### config.mk
export PLATFORM = sky130hd
export DESIGN_NAME = rthsl_fifo
export DESIGN_NICKNAME = d
export VERILOG_FILES = /design/src/hdl/rthsl_pkg.sv /design/src/hdl/rthsl_fifo.sv
export SDC_FILE = /design/constraint.sdc
export NUM_CORES = 1
export LEC_CHECK = 0
export ABC_AREA = 1
export BUFFER_PORTS_ARGS = -buffer_cell sky130_fd_sc_hd__clkbuf_2
export CAP_MARGIN = 20
export CORE_MARGIN = 2
export CORE_UTILIZATION = 31
export CTS_BUF_LIST = sky130_fd_sc_hd__clkbuf_16
export DETAILED_ROUTE_END_ITERATION = 7
export SLEW_MARGIN = 20
export SYNTH_ARGS = -nofsm -noshare
export SYNTH_HDL_FRONTEND = slang
export SYNTH_SLANG_ARGS = --single-unit
### constraint.sdc
create_clock -name clk_i -period 6.1 [get_ports clk_i]
set_clock_uncertainty 0.2 [all_clocks]
set_input_delay 0.61 -clock clk_i [delete_from_list [all_inputs] [get_ports clk_i]]
set_output_delay 0.61 -clock clk_i [all_outputs]
set_load 0.02 [all_outputs]
### src/hdl/rthsl_pkg.sv
package rthsl_pkg;

  localparam int unsigned ChBits   = 16;
  localparam int unsigned FracBits = 16;
  localparam int unsigned HueFrac  = 6;

  // A normalised fraction runs from zero to one inclusive.
  localparam int unsigned FxW = FracBits + 1;
  localparam logic [FxW-1:0] OneFx = FxW'(1) << FracBits;

  // Hue constants in 1/64 degree units.
  localparam int unsigned HueW = 15;
  localparam logic [HueW-1:0] Deg60  = HueW'(60 << HueFrac);
  localparam logic [HueW-1:0] Deg120 = HueW'(120 << HueFrac);
  localparam logic [HueW-1:0] Deg240 = HueW'(240 << HueFrac);
  localparam logic [HueW-1:0] Deg360 = HueW'(360 << HueFrac);

  // Width of the hue dividend, Deg60 times a fraction.
  localparam int unsigned HnW = FxW + 12;

  // Divider pipeline sizes: dividend, divisor and side data carried alongside.
  localparam int unsigned DivNW = FxW + FracBits;
  localparam int unsigned DivDW = FxW;
  localparam int unsigned DivSW = 2 + 2 + 1 + FxW;

  // Sector codes for the largest channel.
  localparam logic [1:0] SecRed   = 2'd0;
  localparam logic [1:0] SecGreen = 2'd1;
  localparam logic [1:0] SecBlue  = 2'd2;

  // Classified item as it passes from the front part to the back part.
  typedef struct packed {
    logic            ok;
    logic            grey;
    logic [1:0]      sector;
    logic            neg;
    logic [FxW-1:0]  delta;
    logic [FxW-1:0]  mag;
    logic [FxW-1:0]  den;
    logic [FxW:0]    sum;
  } cls_t;

endpackage

### src/hdl/rthsl_fifo.sv
// Two-entry queue between the front and back parts.
module rthsl_fifo import rthsl_pkg::*; (
  input  logic clk_i,
  input  logic rst_ni,
  input  logic valid_i,
  output logic stall_o,
  input  cls_t data_i,
  output logic valid_o,
  input  logic stall_i,
  output cls_t data_o
);

  cls_t       mem_q [2];
  logic       wp_q, rp_q;
  logic [1:0] cnt_q;
  logic       push, pop;

  assign stall_o = (cnt_q == 2'd2);
  assign valid_o = (cnt_q != 2'd0);
  assign push    = valid_i && !stall_o;
  assign pop     = valid_o && !stall_i;
  assign data_o  = mem_q[rp_q];

  always_ff @(posedge clk_i or negedge rst_ni) begin
    if (!rst_ni) begin
      wp_q  <= 1'b0;
      rp_q  <= 1'b0;
      cnt_q <= 2'd0;
    end else begin
      if (push) wp_q <= ~wp_q;
      if (pop)  rp_q <= ~rp_q;
      cnt_q <= cnt_q + {1'b0, push} - {1'b0, pop};
    end
  end

  always_ff @(posedge clk_i) begin
    if (push) begin
      mem_q[wp_q] <= data_i;
    end
  end

endmodule

# Word level (Yosys, flattened, before mapping)
# Memory sizes are Yosys's and may differ from the RTL's.
# Cells that the tools add are included.
# totals
ramBits	148
reg_bits	4
wordCells	16
mem_count	1
inputBits	78
output_inout_bits	76
# classes
reduce_logical	5
eq_ne	1
n_addsub	2
bitwise	2
n_mux	2
# memory_table
name	depth	word_bits	rd	rd_ports_with_merged_regs	wr	line	rtl
mem_q	2	74	1	0	1	rthsl_fifo.sv:13	cls_t mem_q [2];
# op_table
operator	count
2-bit by 1-bit adder with 2-bit output	1
2-bit equality test (second input constant)	1
1-bit logical AND	2
1-bit zero test	2
1-bit 2-to-1 mux	2
1-bit NOT	2
2-bit nonzero test	1
2-bit by 1-bit subtractor with 2-bit output	1

# Longest topological paths before layout
# Gate-level depths: netlist of the first run.
# logic_depth
ltp_word	5
mapped_depth	10
mapped_depth_nobuf	10

# Worst setup path before layout of the first run
# OpenSTA, ideal clock, no wires.
# synth_timing
path_kind	in2reg
startpoint	input valid_i
endpoint	memory mem_q[1][0] in the netlist's numbering (enable)
required_time_ns	5.394
arrival_ns	3.782
stages	2
setup_time_ns	0.506
path_buffers	0
slack_ns	1.612
cell_sequence	nand2_1 -> nor2_1
# synth_via
elab_chain_len	3
# synth_rtl
element	line	rtl
start, declared	rthsl_fifo.sv:5	input logic valid_i,
1-bit logical AND	rthsl_fifo.sv:20	assign push = valid_i && !stall_o;
1-bit 2-to-1 mux	rthsl_fifo.sv:37	if (push) begin
1-bit 2-to-1 mux (not written as such)	rthsl_fifo.sv:38	mem_q[wp_q] <= data_i;
end, declared	rthsl_fifo.sv:13	
# Every way passes these cells.

==> summary.md, run 1 <==
| Metric | Value |
|---|---|
| Status | `finished clean` |
| Layout cell share with drive strength beyond 1 | `0.323` |
| ANT nets after route | `0` |
| Non-filler instance count after layout | `824` |
| Synth top area cells | `edfxtp_1 (79%), nand2_1 (16%), dfrtp_1 (1.8%)` |
| Terminus of the critical flop-to-flop path | `mem_q[1][11]` |
| Final period util | `0.525` |
| Int Pwr | `2400 µW` |
| Register area share after synthesis | `0.813` |
| Post-DP HPWL | `around 6.9 mm` |
| DR WL/cell | `13.6 µm` |
| Synth cell count leaders | `nand2_1 (235), edfxtp_1 (148), buf_2 (14)` |
| Count leader, synth | `nand2_1` |
| CP required | `5290 ps` |
| Synthesized instance count | `420` |
| Hold Path Origin | `data_i[12]` |
| Seq cells post-synth | `about 150` |
| Pre-CTS setup slack | `3140 ps` |
| R2R cell count | `6` |
| Clock share of power | `0.275` |
| Post-CTS Setup Bufs | `0` |
| 1st-pass router iterations | `4` |
| Row cnt | `49` |
| Final wirelength | `11.2 mm` |
| Worst Hold Depth | `1` |
| Unique cell type count in the Yosys netlist | `11` |
| Slew headroom | `0.313` |
| I/O Buffers | `153` |
| Leading area contributor after synthesis | `edfxtp_1` |
| Peak supply drop | `0.346 mV` |
| Crit. End Element | `output port` |
| MaxCap Viol Count | `0` |
| Sw Share | `0.365` |
| Leakage power | `approximately 0.0032 µW` |
| Seq pwr share | `0.390` |
| Clock transition at the registers of the reported paths | `60 ps` |
| Reg2Reg Setup Slack | `3770 ps` |
| Syn avg cell area | `13.3 µm²` |
| F_max | `313 MHz` |
| Vias | `3481` |
| Main synth FF type | `edfxtp_1` |
| IO Count | `roughly 150` |
| Initial antenna violation count | `0` |
| Synth top area share | `0.795` |
| Clk sinks | `152` |
| GPL Wtd Cong | `0.727` |
| PwrDens | `524 nW/µm²` |
| Worst hold path class | `input pin to flop` |
| Gate power share | `0.335` |
| Tmin final | `3200 ps` |
| Post-synth EDFFs | `roughly 150` |
| Filler instances | `1650` |
| Clock latency on the worst-skew pair | `420 ps` |
| CP startpoint kind | `flop` |
| Number of global-route vias before repair | `about 3600` |
| Die span in y | `138 µm` |
| DRT iter0 DRCs | `170` |
| Core footprint | `17800 µm²` |
| Syn Nets | `500` |
| Synthesis Warnings | `0` |
| RSZ-0062 raised after global routing | `no` |
| CP Class | `flop to output port` |
| Hold Path Sink | `mem_q[1][12]` |
| Crit path DAT | `2390 ps` |
| Clock Tree Root | `clkbuf_16` |
| Die ar. | `19100 µm²` |
| Largest net degree at the start of global routing | `77` |
| CTS max path bufs | `2` |
| GRT Overall Usage | `0.121` |
| Worst r2r src | `cnt_q[0]` |
| CTS tree | `yes` |
| Final setup TNS | `0 ps` |
| Final core utilization | `0.405` |
| Sw power | `about 1400 µW` |
| Final hold violation count | `0` |
| # DRC | `0` |
| Diodes inserted | `0` |
| Total CTS buffers | `17` |
| PostCTS Resize Cnt | `0` |
| Max-slew violations | `0` |
| Post-synthesis async set-or-reset flop share | `0.0263` |
| Initial Util | `0.313` |
| First-pass GRT wire length | `approximately 18 mm` |
| Vias per std cell | `4.22` |
| CP max FO | `76` |
| Placed Cells | `790` |
| Slew @ Worst Pin | `1030 ps` |
| Final nets | `between 600 and 700` |
| Final worst setup slack | `2900 ps` |
| Cell Area, Synth | `5590 µm²` |
| Die Wd | `138 µm` |
| Setup-failing EPs final | `0` |
| Area added between synthesis and finish | `29.1%` |
| H-tree depth | `4` |
| Grt total ovfl | `0` |
final cells by class:
cell class	count	area (µm²)	share of cell area
Sequential cell	152	4550	0.629
Multi-Input combinational cell	241	933	0.129
Timing Repair Buffer	159	826	0.114
Clock buffer	17	425	0.0589
Tap cell	229	287	0.0397
Clock inverter	15	163	0.0225
Inverter	11	42.5	0.00589
timing repair:
action,in CTS,in global routing
setup endpoints to repair,0,0
hold buffers,1,0
hold endpoints to repair,4,0
critical path: stages, from the launching register on:
cell and delay, ps:
dfrtp_2 380, buf_4 370, inv_2 110, buf_4 630
nand2_1 120, nand2_1 130, clkbuf_2 180
power by group through the flow:
| stage | combinational (µW) | sequential, µW | clock [µW] |
|---|---|---|---|
| 6_report | 1270 | 1480 | 1040 |
| 5_1_grt | 1400 | 1500 | 1120 |
| 4_1_cts | 1290 | 1480 | 1070 |
| 3_5_place_dp | 1290 | 1500 | 0 |
| 3_3_place_gp | 1270 | 1490 | 0 |
| 2_1_floorplan | 837 | 1510 | 0 |
how the worst max path moves through the flow:
stage / start / endpoint / slack [ps] / cells past startpoint
after floorplan: valid_i / mem_q[1][0] / 1610 / 2
after global placement: valid_i / mem_q[1][3] / 3210 / 4
after detailed placement: valid_i / mem_q[1][54] / 3140 / 4
after CTS: rp_q / data_o[12] / 2820 / 6
after global routing: rp_q / data_o[70] / 2670 / 6
final: rp_q / data_o[47] / 2900 / 6
per-stage QoR:
step	power (µW)	cell area [µm²]	hold WS [ps]
5_1_grt	4020	7220	163
2_1_floorplan	2350	5590	114
3_3_place_gp	2770	6600	220
6_report	3780	7220	179
4_1_cts	3850	7200	159
3_5_place_dp	2790	6600	228
per-layer routing:
layer	GRT usage	vias to the layer above	share of wire
met1	0.141	1619	0.42
li1	-	1736	-
met3	0.0440	12	0.068
met2	0.203	114	0.49
met4	0.0526	0	0.016
met5	0	-	0
registers in the layout, summed over array words and instances, names as in the netlist:
signal  flops
cnt_q       2
rp_q        1
wp_q        1
mem_q     148
cells by family after synthesis:
family                     Yosys count  share of synthesized area
and+or+nand+nor                    239                      0.161
DFF                                152                      0.813
buffers and inverters               27                     0.0219
adders and majority gates            2                    0.00447
placed cells by master (no fill, tap or decap), drive strengths merged:
cell | netlist | routed
inv | 11 | 12
dfrtp | 4 | 4
edfxtp | 148 | 148
nor2 | 1 | 1
ha | 2 | 2
dlygate4sd3 | 0 | 1
clkbuf | 1 | 170
clkinvlp | 0 | 3
buf | 15 | 5
nand2 | 235 | 235
bufinv | 0 | 3
clkinv | 0 | 8
nand3 | 3 | 3
No activity file was read; power rests on OpenSTA's default activity.
==> run 2: changes to the inputs <==
Settings changed: ABC_AREA 1 to 0.
Clock period 6.1 ns to 3.2 ns, I/O delays scaled along.
==> run 2 against run 1 <==
Effect of this change:
- final cell count down 11%
- via count down 10%
- worst setup slack worse by 2300 ps
- die area up 2.7%
- global-route usage down 0.59 points
- final area up 14%
- combinational power up 93%
- sequential share of layout area down 7.5 points
- clock power up 110%
- worst hold slack worse by 140 ps
- register-to-register slack worse by 2500 ps
- highest routed layer unchanged
==> summary.md, run 2 <==
| Metric | Value |
|---|---|
| H-tree depth | `4` |
| Final period util | `0.799` |
| Slowest cell on the critical path | `dfrtp_4` |
| Status | `finished clean` |
| Hold Path Origin | `stall_i` |
| Initial antenna violation count | `0` |
| Clock latency on the worst-skew pair | `410 ps` |
| # DRC | `0` |
| Synth top area share | `0.773` |
| Slew @ Worst Pin | `575 ps` |
| Final nets | `572` |
| Crit path launch | `rp_q` |
| Most frequent cells in the layout | `clkbuf_2 (153), edfxtp_1 (148), dlygate4sd3_1 (75), mux2_4 (50), mux2_2 (24)` |
| Synthesis Warnings | `0` |
| Worst r2r src | `cnt_q[1]` |
| Clk sinks | `152` |
| Placed Cells | `627` |
| Final setup TNS | `0 ps` |
| Reg2Reg Setup Slack | `1240 ps` |
| Pre-CTS setup slack | `1050 ps` |
| CP Class | `flop to output port` |
| Core footprint | `18100 µm²` |
| CP startpoint kind | `flop` |
| Crit. End Element | `output port` |
| Most common cell after layout, fill and taps aside | `clkbuf_2` |
| Vias per std cell | `between 4 and 5` |
| CP required | `2680 ps` |
| Final hold violation count | `0` |
| Number of global-route vias before repair | `3458` |
| Seq cells post-synth | `152` |
| Leading area contributor after synthesis | `edfxtp_1` |
| CTS max path bufs | `2` |
| DR WL/cell | `about 15 µm` |
| Area after DPL | `6800 µm²` |
| Worst setup path endpoint | `data_o[3]` |
| Area added between synthesis and finish | `42.8%` |
| Grt total ovfl | `0` |
| Crit-path cells | `buf_12, mux2_2, clkbuf_2` |
| Clock Tree Root | `clkbuf_16` |
| Synth cell count leaders | `edfxtp_1 (148), mux2_4 (50), mux2_2 (24)` |
| 1st-pass router iterations | `6` |
| GPL Wtd Cong | `approximately 0.7` |
| F_max | `391 MHz` |
| Final worst setup slack | `642 ps` |
| Total CTS buffers | `17` |
| PostCTS Resize Cnt | `0` |
| Syn Nets | `approximately 330` |
| PwrDens | `926 nW/µm²` |
| Top flop regs | `mem_q x148, cnt_q x2` |
| Non-filler instance count after layout | `approximately 730` |
| Final wirelength | `between 10 and 15 mm` |
| Die Wd | `~140 µm` |
| Syn avg cell area | `23.2 µm²` |
| Register area share after synthesis | `0.790` |
| Post-synthesis async set-or-reset flop share | `0.0263` |
| Max reg flops | `148` |
| Diodes inserted | `0` |
| Filler instances | `1558` |
| MaxCap Viol Count | `0` |
| GRT Overall Usage | `0.115` |
| Main synth FF type | `edfxtp_1` |
| Leakage power | `between 0.003 and 0.004 µW` |
| RSZ-0062 raised after global routing | `no` |
| Synthesized instance count | `approximately 250` |
| Crit path DAT | `about 2000 ps` |
| Post-CTS Setup Bufs | `0` |
| IO Count | `154` |
| First-pass GRT wire length | `17.1 mm` |
| Biggest register | `mem_q` |
| Die ar. | `about 20000 µm²` |
| Setup-failing EPs final | `0` |
| Vias | `3117` |
| Synth top area cells | `edfxtp_1 (77%), mux2_4 (13%), mux2_2 (4.7%)` |
| ANT nets after route | `0` |
| R2R cell count | `3` |
| I/O Buffers | `153` |
| CP max FO | `35` |
| Unique cell type count in the Yosys netlist | `16` |
| Layout cell share with drive strength beyond 1 | `0.529` |
| Final hold slack | `~37 ps` |
| Worst hold path class | `input pin to flop` |
| Count leader, synth | `edfxtp_1` |
| Tmin final | `approximately 2600 ps` |
| Largest net degree at the start of global routing | `41` |
| Post-DP HPWL | `6.97 mm` |
| Max-slew violations | `0` |
| Terminus of the critical flop-to-flop path | `mem_q[1][29]` |
| Slew headroom | `0.616` |
| DRT iter0 DRCs | `99` |
| Die span in y | `140 µm` |
| Post-route cell area | `between 8000 and 9000 µm²` |
| Row cnt | `49` |
| Cell Area, Synth | `5750 µm²` |
| Peak supply drop | `0.401 mV` |
| Crit path largest cell delay | `approximately 730 ps` |
| Post-synth EDFFs | `148` |
| Initial Util | `0.318` |
| CTS tree | `yes` |
| Clock transition at the registers of the reported paths | `60 ps` |
==> run 2: cell types whose count changed in the layout (fill, tap and decap cells not counted), moves of 3 or more <==
cell	before	now
mux2_4	0	50
nand3_1	3	0
clkinv_2	6	2
dlygate4sd3_1	1	75
clkinvlp_4	3	0
nand2_1	235	1
inv_1	11	3
mux2_2	0	24
bufinv_16	3	6
xnor2_1	0	3
==> run 2: kinds of logic (layout without fill, tap and decap cells) <==
group / count (synthesis) / count (layout) / synth area share
adder cells (fa/ha/maj): 2 / 2 / 0.00435
multiplexers: 74 / 74 / 0.178
buffers and inverters: 10 / 265 / 0.0148
XOR/XNOR: 4 / 4 / 0.00609
AND/OR/NAND/NOR: 6 / 6 / 0.00696
flip-flops: 152 / 152 / 0.790
==> run 2: worst min-delay path by stage <==
stage                to  slack (ps)  cells past startpoint
2_1_floorplan  cnt_q[0]        -180                      0
3_3_place_gp       wp_q         -70                      1
3_5_place_dp       wp_q         -70                      1
4_1_cts            rp_q          10                      3
5_1_grt            rp_q          20                      3
6_report           rp_q          40                      3
==> run 2: repair_timing <==
action	CTS	global route
hold endpoints to repair	152	0
hold buffers	75	0
endpoints found under the setup margin	0	0
==> run 2: power breakdown <==
part	internal (µW)	switching, µW	total, µW
Sequential	2730	192	2920
Combinational	1100	1350	2450
Clock	1450	776	2230
==> run 2: routing by layer <==
layer,global-route usage,wire length (µm)
met5,0,0
met4,0.0420,159
met3,0.0465,598
met2,0.202,5540
met1,0.127,4580
==> run 2: stage by stage <==
step	power (µW)	utilization
3_3_place_gp	5340	0.376
4_1_cts	7730	0.454
6_report	7600	0.454
2_1_floorplan	4700	-
3_5_place_dp	5400	0.376
5_1_grt	7960	0.454
==> run 2: cell type report <==
type | instances | area, µm² | share of cell area
flip-flops and latches | 152 | 4550 | 0.554
well taps | 229 | 287 | 0.0349
clock inverters | 13 | 229 | 0.0279
inverters | 2 | 7.51 | 0.000914
repair buffers | 233 | 1580 | 0.192
clock buffers | 17 | 425 | 0.0518
multi-input cells | 86 | 1130 | 0.138
==> run 2: critical path: cells and delay by family, from the launching register on <==
kind | cells | cell delay [ps]
buffers and inverters | 2 | 480
flip-flops | 1 | 730
multiplexers | 1 | 380
